--- src/design/stc_pkg.sv ---
// ----------------------------------------------------------------------------
// stc_pkg: shared types and constants for the slot table
// Table geometry, request/response payloads, op and status codes, cell link.
// ----------------------------------------------------------------------------
package stc_pkg;

    localparam int TABLE_ENTRIES = 16;
    localparam int TAG_BITS      = 16;

    localparam int IDX_W      = (TABLE_ENTRIES > 2) ? $clog2(TABLE_ENTRIES) : 1;
    localparam int CNT_W      = $clog2(TABLE_ENTRIES + 1);
    localparam int SLOT_IN_W  = 5;
    // wide enough for slot_index, any cell number and TABLE_ENTRIES itself
    localparam int SLOT_CMP_W = ((IDX_W > SLOT_IN_W) ? IDX_W : SLOT_IN_W) + 1;

    localparam logic signed [31:0] KEY_NONE = -32'sd1;

    typedef enum logic [1:0] {
        FN_INSERT  = 2'd0,
        FN_RESERVE = 2'd1,
        FN_SEARCH  = 2'd2,
        FN_REMOVE  = 2'd3
    } func_t;

    typedef enum logic [1:0] {
        STS_OK    = 2'd0,
        STS_MISS  = 2'd1,
        STS_RANGE = 2'd2,
        STS_FREE  = 2'd3
    } status_t;

    typedef enum logic {
        S_IDLE = 1'b0,
        S_RUN  = 1'b1
    } state_t;

    typedef struct packed {
        logic [1:0]         func;
        logic signed [31:0] conn_key;
        logic [15:0]        conn_handle;
        logic [4:0]         slot_index;
    } req_t;

    typedef struct packed {
        logic [3:0]  slot;
        logic [1:0]  status;
        logic [15:0] seq_tag;
        logic [15:0] freed_handle;
    } rsp_t;

    // broadcast to every cell during the run cycle
    typedef struct packed {
        logic               active;
        func_t              func;
        logic signed [31:0] key;
        logic [15:0]        handle;
        logic [TAG_BITS-1:0] tag;
    } cell_cmd_t;

    // passed from cell to cell; the lowest hitting cell claims it
    typedef struct packed {
        logic                found;
        logic [IDX_W-1:0]    idx;
        logic                valid;
        logic [TAG_BITS-1:0] tag;
        logic [15:0]         handle;
    } cell_link_t;

endpackage

--- src/design/stc_cell.sv ---
// ----------------------------------------------------------------------------
// stc_cell: one table entry
// Holds valid/key/handle/tag, tests the request, claims the link if first hit.
// ----------------------------------------------------------------------------
module stc_cell (
    input  logic                             clk,
    input  logic                             rst_n,
    input  stc_pkg::cell_cmd_t               cmd,
    input  logic [stc_pkg::IDX_W-1:0]        cell_idx,
    input  logic                             target,
    input  stc_pkg::cell_link_t              link_in,
    output stc_pkg::cell_link_t              link_out
);

    logic                         valid_reg, valid_next;
    logic signed [31:0]           key_reg, key_next;
    logic [15:0]                  handle_reg, handle_next;
    logic [stc_pkg::TAG_BITS-1:0] tag_reg, tag_next;
    logic                         hit;
    logic                         sel;

    always_comb
    begin
        case (cmd.func)
            stc_pkg::FN_INSERT,
            stc_pkg::FN_RESERVE: hit = !valid_reg;
            stc_pkg::FN_SEARCH:  hit = valid_reg && (key_reg == cmd.key);
            stc_pkg::FN_REMOVE:  hit = target;
            default:             hit = 1'b0;
        endcase
        sel = cmd.active && hit && !link_in.found;
    end

    always_comb
    begin
        valid_next  = valid_reg;
        key_next    = key_reg;
        handle_next = handle_reg;
        tag_next    = tag_reg;
        if (sel)
        begin
            case (cmd.func)
                stc_pkg::FN_INSERT:
                begin
                    valid_next  = 1'b1;
                    key_next    = cmd.key;
                    handle_next = cmd.handle;
                    tag_next    = cmd.tag;
                end
                stc_pkg::FN_RESERVE:
                begin
                    valid_next = 1'b1;
                    tag_next   = cmd.tag;
                end
                stc_pkg::FN_REMOVE:
                begin
                    if (valid_reg)
                    begin
                        valid_next  = 1'b0;
                        key_next    = stc_pkg::KEY_NONE;
                        handle_next = '0;
                    end
                end
                default:
                begin
                end
            endcase
        end
    end

    always_comb
    begin
        link_out = link_in;
        if (sel)
        begin
            link_out.found  = 1'b1;
            link_out.idx    = cell_idx;
            link_out.valid  = valid_reg;
            link_out.tag    = tag_reg;
            link_out.handle = handle_reg;
        end
    end

    always_ff @(posedge clk or negedge rst_n)
    begin
        if (!rst_n)
        begin
            valid_reg  <= 1'b0;
            key_reg    <= stc_pkg::KEY_NONE;
            handle_reg <= '0;
        end
        else
        begin
            valid_reg  <= valid_next;
            key_reg    <= key_next;
            handle_reg <= handle_next;
        end
    end

    // tag is only read back from a valid entry
    always_ff @(posedge clk)
    begin
        tag_reg <= tag_next;
    end

endmodule

--- src/design/slot_table_alloc_search.sv ---
// ----------------------------------------------------------------------------
// slot_table_alloc_search: slot table with first-free allocate and key search
// Result: the edge that accepts a request moves the block into the run state,
//   and done is set as the run state ends. Busy covers the single run cycle,
//   which holds the ripple priority pick along the row of entry cells.
// The receiver cannot stall: a result is shown for one cycle and a new
//   request may be taken while it is shown.
// Reset: asynchronous, clears every entry at once; no clearing pass.
// ----------------------------------------------------------------------------
module slot_table_alloc_search (
    input  logic          clk,
    input  logic          rst_n,
    input  logic          start,
    output logic          busy,
    input  stc_pkg::req_t req,
    output logic          done,
    output stc_pkg::rsp_t rsp
);

    localparam int N = stc_pkg::TABLE_ENTRIES;

    // control
    stc_pkg::state_t state_reg, state_next;
    stc_pkg::req_t   req_reg, req_next;

    // table bookkeeping
    logic [stc_pkg::CNT_W-1:0]    count_reg, count_next;
    logic [stc_pkg::TAG_BITS-1:0] tag_reg, tag_next;

    // result register
    logic          done_reg, done_next;
    stc_pkg::rsp_t rsp_reg, rsp_next;

    // cell row
    stc_pkg::cell_cmd_t  cmd;
    stc_pkg::cell_link_t link [0:N];
    logic [N-1:0]        target;
    logic                out_of_range;
    logic                full;
    logic                accept;

    assign accept = start && (state_reg == stc_pkg::S_IDLE);
    assign busy   = (state_reg != stc_pkg::S_IDLE);
    assign done   = done_reg;
    assign rsp    = rsp_reg;

    // broadcast of the held request to every cell
    always_comb
    begin
        cmd.active = (state_reg == stc_pkg::S_RUN);
        cmd.func   = stc_pkg::func_t'(req_reg.func);
        cmd.key    = req_reg.conn_key;
        cmd.handle = req_reg.conn_handle;
        cmd.tag    = tag_reg;
    end

    assign out_of_range = stc_pkg::SLOT_CMP_W'(req_reg.slot_index)
                          >= stc_pkg::SLOT_CMP_W'(N);
    assign full         = count_reg >= stc_pkg::CNT_W'(N);

    // row of cells: link[0] enters empty, the first hitting cell claims it
    assign link[0] = '0;

    genvar g;
    generate
        for (g = 0; g < N; g++)
        begin : g_cell
            assign target[g] = stc_pkg::SLOT_CMP_W'(req_reg.slot_index)
                               == stc_pkg::SLOT_CMP_W'(g);
            stc_cell u_cell (
                .clk      (clk),
                .rst_n    (rst_n),
                .cmd      (cmd),
                .cell_idx (stc_pkg::IDX_W'(g)),
                .target   (target[g]),
                .link_in  (link[g]),
                .link_out (link[g+1])
            );
        end
    endgenerate

    // next state, bookkeeping and result
    always_comb
    begin
        state_next = state_reg;
        req_next   = req_reg;
        count_next = count_reg;
        tag_next   = tag_reg;
        done_next  = 1'b0;
        rsp_next   = rsp_reg;

        case (state_reg)
            stc_pkg::S_IDLE:
            begin
                if (accept)
                begin
                    req_next   = req;
                    state_next = stc_pkg::S_RUN;
                end
            end
            stc_pkg::S_RUN:
            begin
                state_next = stc_pkg::S_IDLE;
                done_next  = 1'b1;
                rsp_next   = '0;
                rsp_next.status = stc_pkg::STS_MISS;
                case (stc_pkg::func_t'(req_reg.func))
                    stc_pkg::FN_INSERT,
                    stc_pkg::FN_RESERVE:
                    begin
                        if (link[N].found && !full)
                        begin
                            rsp_next.slot    = 4'(link[N].idx);
                            rsp_next.status  = stc_pkg::STS_OK;
                            rsp_next.seq_tag = 16'(tag_reg);
                            tag_next         = tag_reg + 1'b1;
                            count_next       = count_reg + 1'b1;
                        end
                    end
                    stc_pkg::FN_SEARCH:
                    begin
                        if (link[N].found)
                        begin
                            rsp_next.slot    = 4'(link[N].idx);
                            rsp_next.status  = stc_pkg::STS_OK;
                            rsp_next.seq_tag = 16'(link[N].tag);
                        end
                    end
                    stc_pkg::FN_REMOVE:
                    begin
                        if (out_of_range)
                        begin
                            rsp_next.status = stc_pkg::STS_RANGE;
                        end
                        else if (!link[N].found || !link[N].valid)
                        begin
                            rsp_next.status = stc_pkg::STS_FREE;
                        end
                        else
                        begin
                            rsp_next.slot         = 4'(link[N].idx);
                            rsp_next.status       = stc_pkg::STS_OK;
                            rsp_next.seq_tag      = 16'(link[N].tag);
                            rsp_next.freed_handle = link[N].handle;
                            count_next            = count_reg - 1'b1;
                        end
                    end
                    default:
                    begin
                    end
                endcase
            end
            default:
            begin
                state_next = stc_pkg::S_IDLE;
            end
        endcase
    end

    always_ff @(posedge clk or negedge rst_n)
    begin
        if (!rst_n)
        begin
            state_reg <= stc_pkg::S_IDLE;
            count_reg <= '0;
            tag_reg   <= '0;
            done_reg  <= 1'b0;
        end
        else
        begin
            state_reg <= state_next;
            count_reg <= count_next;
            tag_reg   <= tag_next;
            done_reg  <= done_next;
        end
    end

    // payload, no reset needed
    always_ff @(posedge clk)
    begin
        req_reg <= req_next;
        rsp_reg <= rsp_next;
    end

    // a result only follows a run cycle
    a_done_after_run: assert property (@(posedge clk) disable iff (!rst_n)
        done |-> $past(state_reg == stc_pkg::S_RUN))
        else $error("result without a run cycle");

    // the cycle after a run cycle always shows a result, with the block idle again
    a_run_reports: assert property (@(posedge clk) disable iff (!rst_n)
        (state_reg == stc_pkg::S_RUN) |=> (done && !busy))
        else $error("run cycle did not end with a result");

    // occupancy never exceeds the table size
    a_count_bound: assert property (@(posedge clk) disable iff (!rst_n)
        count_reg <= stc_pkg::CNT_W'(N))
        else $error("occupancy count above table size");

    // a successful allocate grows occupancy by one and advances the tag
    a_alloc_books: assert property (@(posedge clk) disable iff (!rst_n)
        (state_reg == stc_pkg::S_RUN && rsp_next.status == stc_pkg::STS_OK
         && (req_reg.func == stc_pkg::FN_INSERT || req_reg.func == stc_pkg::FN_RESERVE))
        |=> (count_reg == $past(count_reg) + 1'b1 && tag_reg == $past(tag_reg) + 1'b1))
        else $error("allocate bookkeeping mismatch");

endmodule

--- config.mk ---
export PLATFORM = sky130hd
export DESIGN_NAME = slot_table_alloc_search
export DESIGN_NICKNAME = d
export VERILOG_FILES = /design/src/design/stc_pkg.sv /design/src/design/stc_cell.sv /design/src/design/slot_table_alloc_search.sv
export SDC_FILE = /design/constraint.sdc
export NUM_CORES = 2
export LEC_CHECK = 0
export ABC_AREA = 1
export BUFFER_PORTS_ARGS = -buffer_cell sky130_fd_sc_hd__buf_2
export CAP_MARGIN = 20
export CORE_MARGIN = 2
export CORE_UTILIZATION = 40
export CTS_CLUSTER_DIAMETER = 50
export DETAILED_ROUTE_END_ITERATION = 10
export SLEW_MARGIN = 40
export SYNTH_ARGS = -nofsm -noshare
export SYNTH_HDL_FRONTEND = slang
export SYNTH_SLANG_ARGS = --single-unit
--- constraint.sdc ---
create_clock -name clk -period 5.6 [get_ports clk]
set_input_delay 0 -clock clk [delete_from_list [all_inputs] [get_ports clk]]
set_output_delay 0 -clock clk [all_outputs]
set_load 0.01 [all_outputs]
# Yosys cells after proc, flatten, opt, wreduce, memory -nomap -nowiden
# Index checks and enable logic that the tools add are counted.
[totals]
register_bits = 1156
latchBits = 0
ram_bits = 0
romBits = 0
inputBits = 58
out_inout_bits = 40
elab_cells = 390
mem_count = 0
[op_classes]
add_sub_neg = 3
mul = 0
div = 0
order_cmp = 2
eq_ne = 53
shift = 0
muxes = 113
bitwise_logic = 2
n_reduce_logical = 141
[ops]
columns = ["op", "count"]
rows = [
  ["case mux 32 bit (2 select lines)", 16],
  ["2-to-1 mux 38 bit", 16],
  ["2-to-1 mux 32 bit", 18],
  ["== test 32 bit", 16],
  ["case mux 16 bit (2 select lines)", 16],
  ["2-to-1 mux 16 bit", 16],
  ["case mux 22 bit (3 select lines)", 1],
  ["AND reduction 2 bit", 33],
  ["AND reduction 3 bit", 17],
  ["logical AND 1 bit", 49],
  ["case mux 1 bit (3 select lines)", 16],
  ["2-to-1 mux 22 bit", 2],
  ["== test 5 x 4 -> 1 bit, second input constant", 8],
  ["zero test 1 bit", 34],
  ["!= test 2 x 1 -> 1 bit, second input constant", 17],
  ["== test 5 x 3 -> 1 bit, second input constant", 4],
  ["adder 16 x 1 -> 16 bit, second input constant", 1],
  ["2-to-1 mux 5 bit", 3],
  ["== test 5 x 2 -> 1 bit, second input constant", 2],
  [">= comparator 5 bit, second input constant", 2],
  ["case mux 5 bit (2 select lines)", 1],
  ["2-to-1 mux 4 bit", 2],
  ["adder 5 x 1 -> 5 bit, second input constant", 1],
  ["== test 5 x 1 -> 1 bit, second input constant", 1],
  ["other kinds (15)", 22],
]

# Logic depth before layout (Yosys ltp)
[logic_depth]
depth_word = 55
mapped_depth = 29

# Modules after synthesis
# Synthesis repeated with hierarchy kept, for this count alone.
[hier_totals]
cells_unflattened = 8851
hier_area_um2 = 66542.6
[by_module_without_submodules]
columns = ["mod", "instances", "cells_per_inst", "area_each_um2", "seq_area_each_um2"]
rows = [
  ["stc_cell", 16, 530, 3870.0, 1746.7],
  ["slot_table_alloc_search", 1, 371, 4623.2, 3368.2],
]

# Worst setup path before layout
# OpenSTA, ideal clock, no wires.
[synth_path]
kind = "register -> register"
start = "register state_reg, in the netlist busy"
end = "register req_reg, in the netlist cmd[16] (enable)"
setup_ns = 0.470
arrival_ns = 3.532
required_ns = 5.130
slack_ns = 1.597
stages_incl_launch_ff = 3
n_path_buf = 1
synth_period_minus_slack_ns = 4.003
path_cell_list = "dfrtp_1 clkbuf_1 nor2_1"
[synth_between]
elab_chain_cells = 3
[synth_lines]
columns = ["item", "line", "rtl"]
rows = [
  ["start, declared", "slot_table_alloc_search.sv:23", "stc_pkg::state_t state_reg, state_next;"],
  ["start signal, assigned", "slot_table_alloc_search.sv:164", "state_reg <= stc_pkg::S_IDLE;"],
  ["start signal, assigned", "slot_table_alloc_search.sv:171", "state_reg <= state_next;"],
  ["NOT 1 bit (no source line) *", "n/a", ""],
  ["logical AND 1 bit", "slot_table_alloc_search.sv:42", "assign accept = start && (state_reg == stc_pkg::S_IDLE);"],
  ["AND reduction 2 bit (no source line) *", "n/a", ""],
  ["end signal, assigned", "slot_table_alloc_search.sv:181", "req_reg <= req_next;"],
  ["end, declared", "slot_table_alloc_search.sv:24", "stc_pkg::req_t req_reg, req_next;"],
]
# Mark *: on every way between the ends. The rest lies on a longest branch, timed or not.
# A chain may end at the register's enable or synchronous reset.

# Worst setup path in the final report
[layout_path]
start = "register req_reg, in the netlist cmd[47]"
end = "register rsp_reg, in the netlist rsp[24] (data pin)"
[layout_between]
elab_chain_cells = 55
[layout_lines]
columns = ["item", "line", "rtl"]
rows = [
  ["== test 32 bit", "stc_cell.sv:27", "stc_pkg::FN_SEARCH: hit = valid_reg && (key_reg == cmd.key);"],
  ["logical AND 1 bit", "stc_cell.sv:27", ""],
  ["case mux 1 bit (3 select lines)", "stc_cell.sv:24", "case (cmd.func)"],
  ["logical AND 1 bit", "stc_cell.sv:31", "sel = cmd.active && hit && !link_in.found;"],
  ["2-to-1 mux 38 bit", "stc_cell.sv:74", "if (sel)"],
  ["zero test 1 bit", "stc_cell.sv:31", ""],
  ["logical AND 1 bit", "stc_cell.sv:31", ""],
  ["2-to-1 mux 38 bit", "stc_cell.sv:74", ""],
  ["[... 39 more ...]", "n/a", ""],
  ["zero test 1 bit", "stc_cell.sv:31", ""],
  ["logical AND 1 bit", "stc_cell.sv:31", ""],
  ["2-to-1 mux 38 bit *", "stc_cell.sv:74", ""],
  ["zero test 1 bit", "slot_table_alloc_search.sv:135", "else if (!link[N].found || !link[N].valid)"],
  ["logical OR 1 bit", "slot_table_alloc_search.sv:135", ""],
  ["2-to-1 mux 32 bit", "slot_table_alloc_search.sv:135", ""],
  ["2-to-1 mux 32 bit", "slot_table_alloc_search.sv:131", "if (out_of_range)"],
  ["case mux 22 bit (3 select lines) *", "slot_table_alloc_search.sv:107", "case (stc_pkg::func_t'(req_reg.func))"],
  ["end signal, assigned", "slot_table_alloc_search.sv:182", "rsp_reg <= rsp_next;"],
  ["end, declared", "slot_table_alloc_search.sv:32", "stc_pkg::rsp_t rsp_reg, rsp_next;"],
]
# Marked as above.

==> results.json <==
{
  "run_status": "finished, final reports clean",
  "dieArea_um2": 136000,
  "synth_xor_xnor_area_share_pct": 3.20,
  "crit_path_end_kind": "flop",
  "drt_pass1_iterations": 6,
  "placement.cell_area_um2": 56200,
  "cts_resized": 0,
  "cts_clock_pin_slew_for_the_worst_setup_and_hold_paths_ps": 60,
  "cp_slowest_cell": "sky130_fd_sc_hd__edfxtp_1",
  "synth.lib_cells_used.distinct": 61,
  "synth_compound_area_share_pct": 13.1,
  "route.vias.total": 42300,
  "netlist_top_cells_count": "sky130_fd_sc_hd__nand2_1 (1,622), sky130_fd_sc_hd__o21ai_0 (589), sky130_fd_sc_hd__dfstp_2 (512)",
  "detail_route.iter0.violations": 4059,
  "syn_inst": 5843,
  "cp_slowest_stage_delay_ps": 660,
  "max_slew_margin_pct": 42.2,
  "synth_adder_area_share_pct": 0.131,
  "internal_power_mw": 20.2,
  "grt_pass1_vias": 41200,
  "classification_of_the_worst_slack_hold_path": "primary input to async pin",
  "dominantRegCellSynth": "sky130_fd_sc_hd__dfstp_2",
  "async_flop_share_pct": 69.8,
  "yosysTopAreaCellShare_pct": 25.2,
  "largest_register_ffs": 512,
  "clk-insertion-delay-late_ps": 790,
  "startpoint_type": "flop",
  "maximum_vdd_drop_v": 0.000380,
  "cts.sinks": 1156,
  "synth_top_cell_by_area": "sky130_fd_sc_hd__dfstp_2",
  "initial_antenna_violation_count": 3,
  "worst-endpoint-arrival_ps": 5370,
  "power_density_nw_per_um2": 477,
  "clock_tree.buffer_depth": 3,
  "proportion_of_synthesized_area_in_mux_cells_pct": 0,
  "period_needed_ps": 4820,
  "cp_cell_sequence": "inv_2, nand2_1, nand4_1, nor3_1, nand2_1, nor2_1, nand2_1, nand2_1, nand2_1, inv_2, nor2_2, nand2_1, buf_4, nand2_1, inv_1, nand4_1, nand2_1, a21oi_1, nor2_1, nor2_1, nor2_1, nand3_1, nand3_1, nand2_1",
  "final.hold.worst_slack_ps": 38.8,
  "ys_warn_count": 0,
  "route.detailed.wl_per_inst_um": 22.2,
  "design.core.area_um2": 133000,
  "crit_path_max_fanout": 20,
  "pin_count": 98,
  "p_leak_nw": 24.8,
  "r2r_setup_slack_ps": 780,
  "number_of_setup_violations_in_the_final_report": 0,
  "postSynthAreaPerCell_um2": 9.14,
  "cp.required_ps": 6140,
  "post_synth_main_area_contributors": "sky130_fd_sc_hd__dfstp_2 (25%), sky130_fd_sc_hd__edfxtp_1 (20%), sky130_fd_sc_hd__dfrtp_1 (14%)",
  "layout-drive-gt1-share_pct": 18.2,
  "cts.htree.levels": 4,
  "worst_pin_slew_ps": 866,
  "crit_path_category": "flop to flop",
  "gp_congestion": 0.982,
  "vias_per_cell": 5.37,
  "tritoncts_buffer_count": 143,
  "setup_tns_ps": 0,
  "cap_viol_max_count": 0,
  "p_sw_mw": 9.42,
  "seq_area_frac_synth_pct": 58.6,
  "finalInstanceArea_um2": 62200,
  "comb_power_share_pct": 20.8,
  "synth_top_family_by_area": "simple AND/OR/NAND/NOR gates",
  "yosys.area_share.simple_pct": 18.5,
  "post_detailed_route_drc_marker_count": 0,
  "synth_edf_count": 349,
  "synth.ff_latch_count": 1156,
  "std_cell_rows": 134,
  "synth.cell_area_um2": 53400,
  "dominant_cell_by_count_in_the_synthesized_netlist": "sky130_fd_sc_hd__nand2_1",
  "final-hold-violation-count": 0,
  "grt_setup_unrepaired": "false",
  "share_seq_of_total_power_pct": 47.5,
  "drt-total-wl_mm": 175,
  "grt_first_pass_wirelength_mm": 264,
  "fin_crit_sh_pct": 86.1,
  "post-cts-setup-buffers": 0,
  "start_util_pct": 40.2,
  "p_sw_share_pct": 31.8,
  "numPortBuffers": 97,
  "grt_remaining_overflow": 0,
  "chipWidth_um": 369,
  "critical-path-top-cell-by-count": "sky130_fd_sc_hd__nand2_1",
  "worst_clock_skew_ps": 65.3,
  "share_clk_of_total_power_pct": 31.7,
  "grt_max_degree": 136,
  "slew_viol_final": 0,
  "synthesis.nets": 5906,
  "drtAntennaViolNets": 0,
  "maxClockFrequency_mhz": 207,
  "final_net_count": 6055,
  "tritoncts": "done",
  "area_growth_pct": 16.4,
  "place_hpwl_mm": 120,
  "grt_util_all_layers_pct": 25.7,
  "floorplan_die_height_um": 369,
  "ctsRootBufferMaster": "sky130_fd_sc_hd__clkbuf_16"
}
[stage by stage]
step	instances	util (%)	setup slack, ps	total power, mW
floorplan	5843	-	1600	17.8
global placement	7505	42.2	569	20.1
detailed placement	7508	42.3	768	20.3
CTS	7875	46.7	732	29.8
global route	7879	46.7	570	31.2
finish	7881	46.8	776	29.7
[power groups by stage]
| stage | registers [mW] | clock network [mW] | logic [mW] |
|---|---|---|---|
| 5_1_grt | 14.4 | 9.89 | 6.93 |
| 6_report | 14.1 | 9.39 | 6.16 |
| 3_3_place_gp | 14.1 | 0 | 5.92 |
| 2_1_floorplan | 13.6 | 0 | 4.23 |
| 4_1_cts | 14.1 | 9.51 | 6.16 |
| 3_5_place_dp | 14.2 | 0 | 6.07 |
[layer usage]
| metal | global-route usage, % | vias to the layer above | wire length, µm |
|---|---|---|---|
| met4 | 9.14 | 4 | 6100 |
| met1 | 35.1 | 20900 | 75100 |
| met2 | 41.2 | 1482 | 82200 |
| met3 | 4.21 | 307 | 11600 |
| met5 | 0 | - | 23 |
| li1 | - | 19600 | - |
[layout make-up]
class                   count  area [µm²]
diodes                      2        5.00
clock inverters            79         888
well taps                1768        2210
clock buffers             185        3930
fillers                 12500       70800
repair buffers            353        3020
multi-input cells        3835       18900
inverters                 503        1890
flip-flops and latches   1156       31300
[worst max-delay path: cells and delay by family, from the launching register on]
kind                   cells  cell delay, ps
AOI/OAI and AO/OA          1              80
buffers and inverters      4             890
DFF                        1             660
and+or+nand+nor           19            2940
[worst paths after layout]
check | start | endpoint | cells after the start
min in group clk | req[50] | cmd[61] | 2
worst max register to register | cmd[47] | rsp[24] | 24
worst max-delay path | cmd[47] | rsp[24] | 24
max in group asynchronous | rst_n | g_cell[6].u_cell.key_reg[26] | 5
worst min-delay path | rst_n | g_cell[8].u_cell.key_reg[12] | 2
worst min register to register | count_reg[3] | count_reg[3] | 2
[cell usage in the layout (no fill, tap or decap), types with 17 or more instances in the layout]
| cell | count |
|---|---|
| sky130_fd_sc_hd__buf_12 | 17 |
| sky130_fd_sc_hd__o21ai_0 | 589 |
| sky130_fd_sc_hd__nor2_1 | 398 |
| sky130_fd_sc_hd__clkinv_1 | 25 |
| sky130_fd_sc_hd__nor3_1 | 53 |
| sky130_fd_sc_hd__edfxtp_1 | 349 |
| sky130_fd_sc_hd__a21oi_1 | 189 |
| sky130_fd_sc_hd__o2111ai_1 | 29 |
| sky130_fd_sc_hd__nand3_1 | 140 |
| sky130_fd_sc_hd__buf_2 | 96 |
| sky130_fd_sc_hd__dfrtp_1 | 294 |
| sky130_fd_sc_hd__dlygate4sd3_1 | 103 |
| sky130_fd_sc_hd__inv_1 | 448 |
| sky130_fd_sc_hd__xor2_1 | 139 |
| sky130_fd_sc_hd__buf_4 | 129 |
| sky130_fd_sc_hd__clkbuf_1 | 28 |
| sky130_fd_sc_hd__dfstp_2 | 512 |
| sky130_fd_sc_hd__inv_2 | 40 |
| sky130_fd_sc_hd__o21a_1 | 161 |
| sky130_fd_sc_hd__nand4_1 | 102 |
| sky130_fd_sc_hd__nor2_2 | 23 |
| sky130_fd_sc_hd__clkbuf_16 | 148 |
| sky130_fd_sc_hd__a22oi_1 | 22 |
| sky130_fd_sc_hd__xnor2_1 | 56 |
| sky130_fd_sc_hd__o22ai_1 | 90 |
| sky130_fd_sc_hd__o21ai_1 | 54 |
| sky130_fd_sc_hd__or2_2 | 18 |
| sky130_fd_sc_hd__clkinv_2 | 22 |
| sky130_fd_sc_hd__nand2_1 | 1616 |
[repair_timing]
action	CTS	global route
endpoints found under the hold margin	162	0
hold buffers	103	0
setup endpoints to repair	0	0
[cell families (layout without fill, tap and decap cells)]
family / Yosys count / in the layout
fa+ha+maj: 5 / 5
simple gates: 2421 / 2421
other cells: 0 / 2
flops: 1156 / 1156
compound gates: 1214 / 1214
xor+xnor: 195 / 195
buf+inv: 852 / 1120
Power figures use the tool's default switching activity.
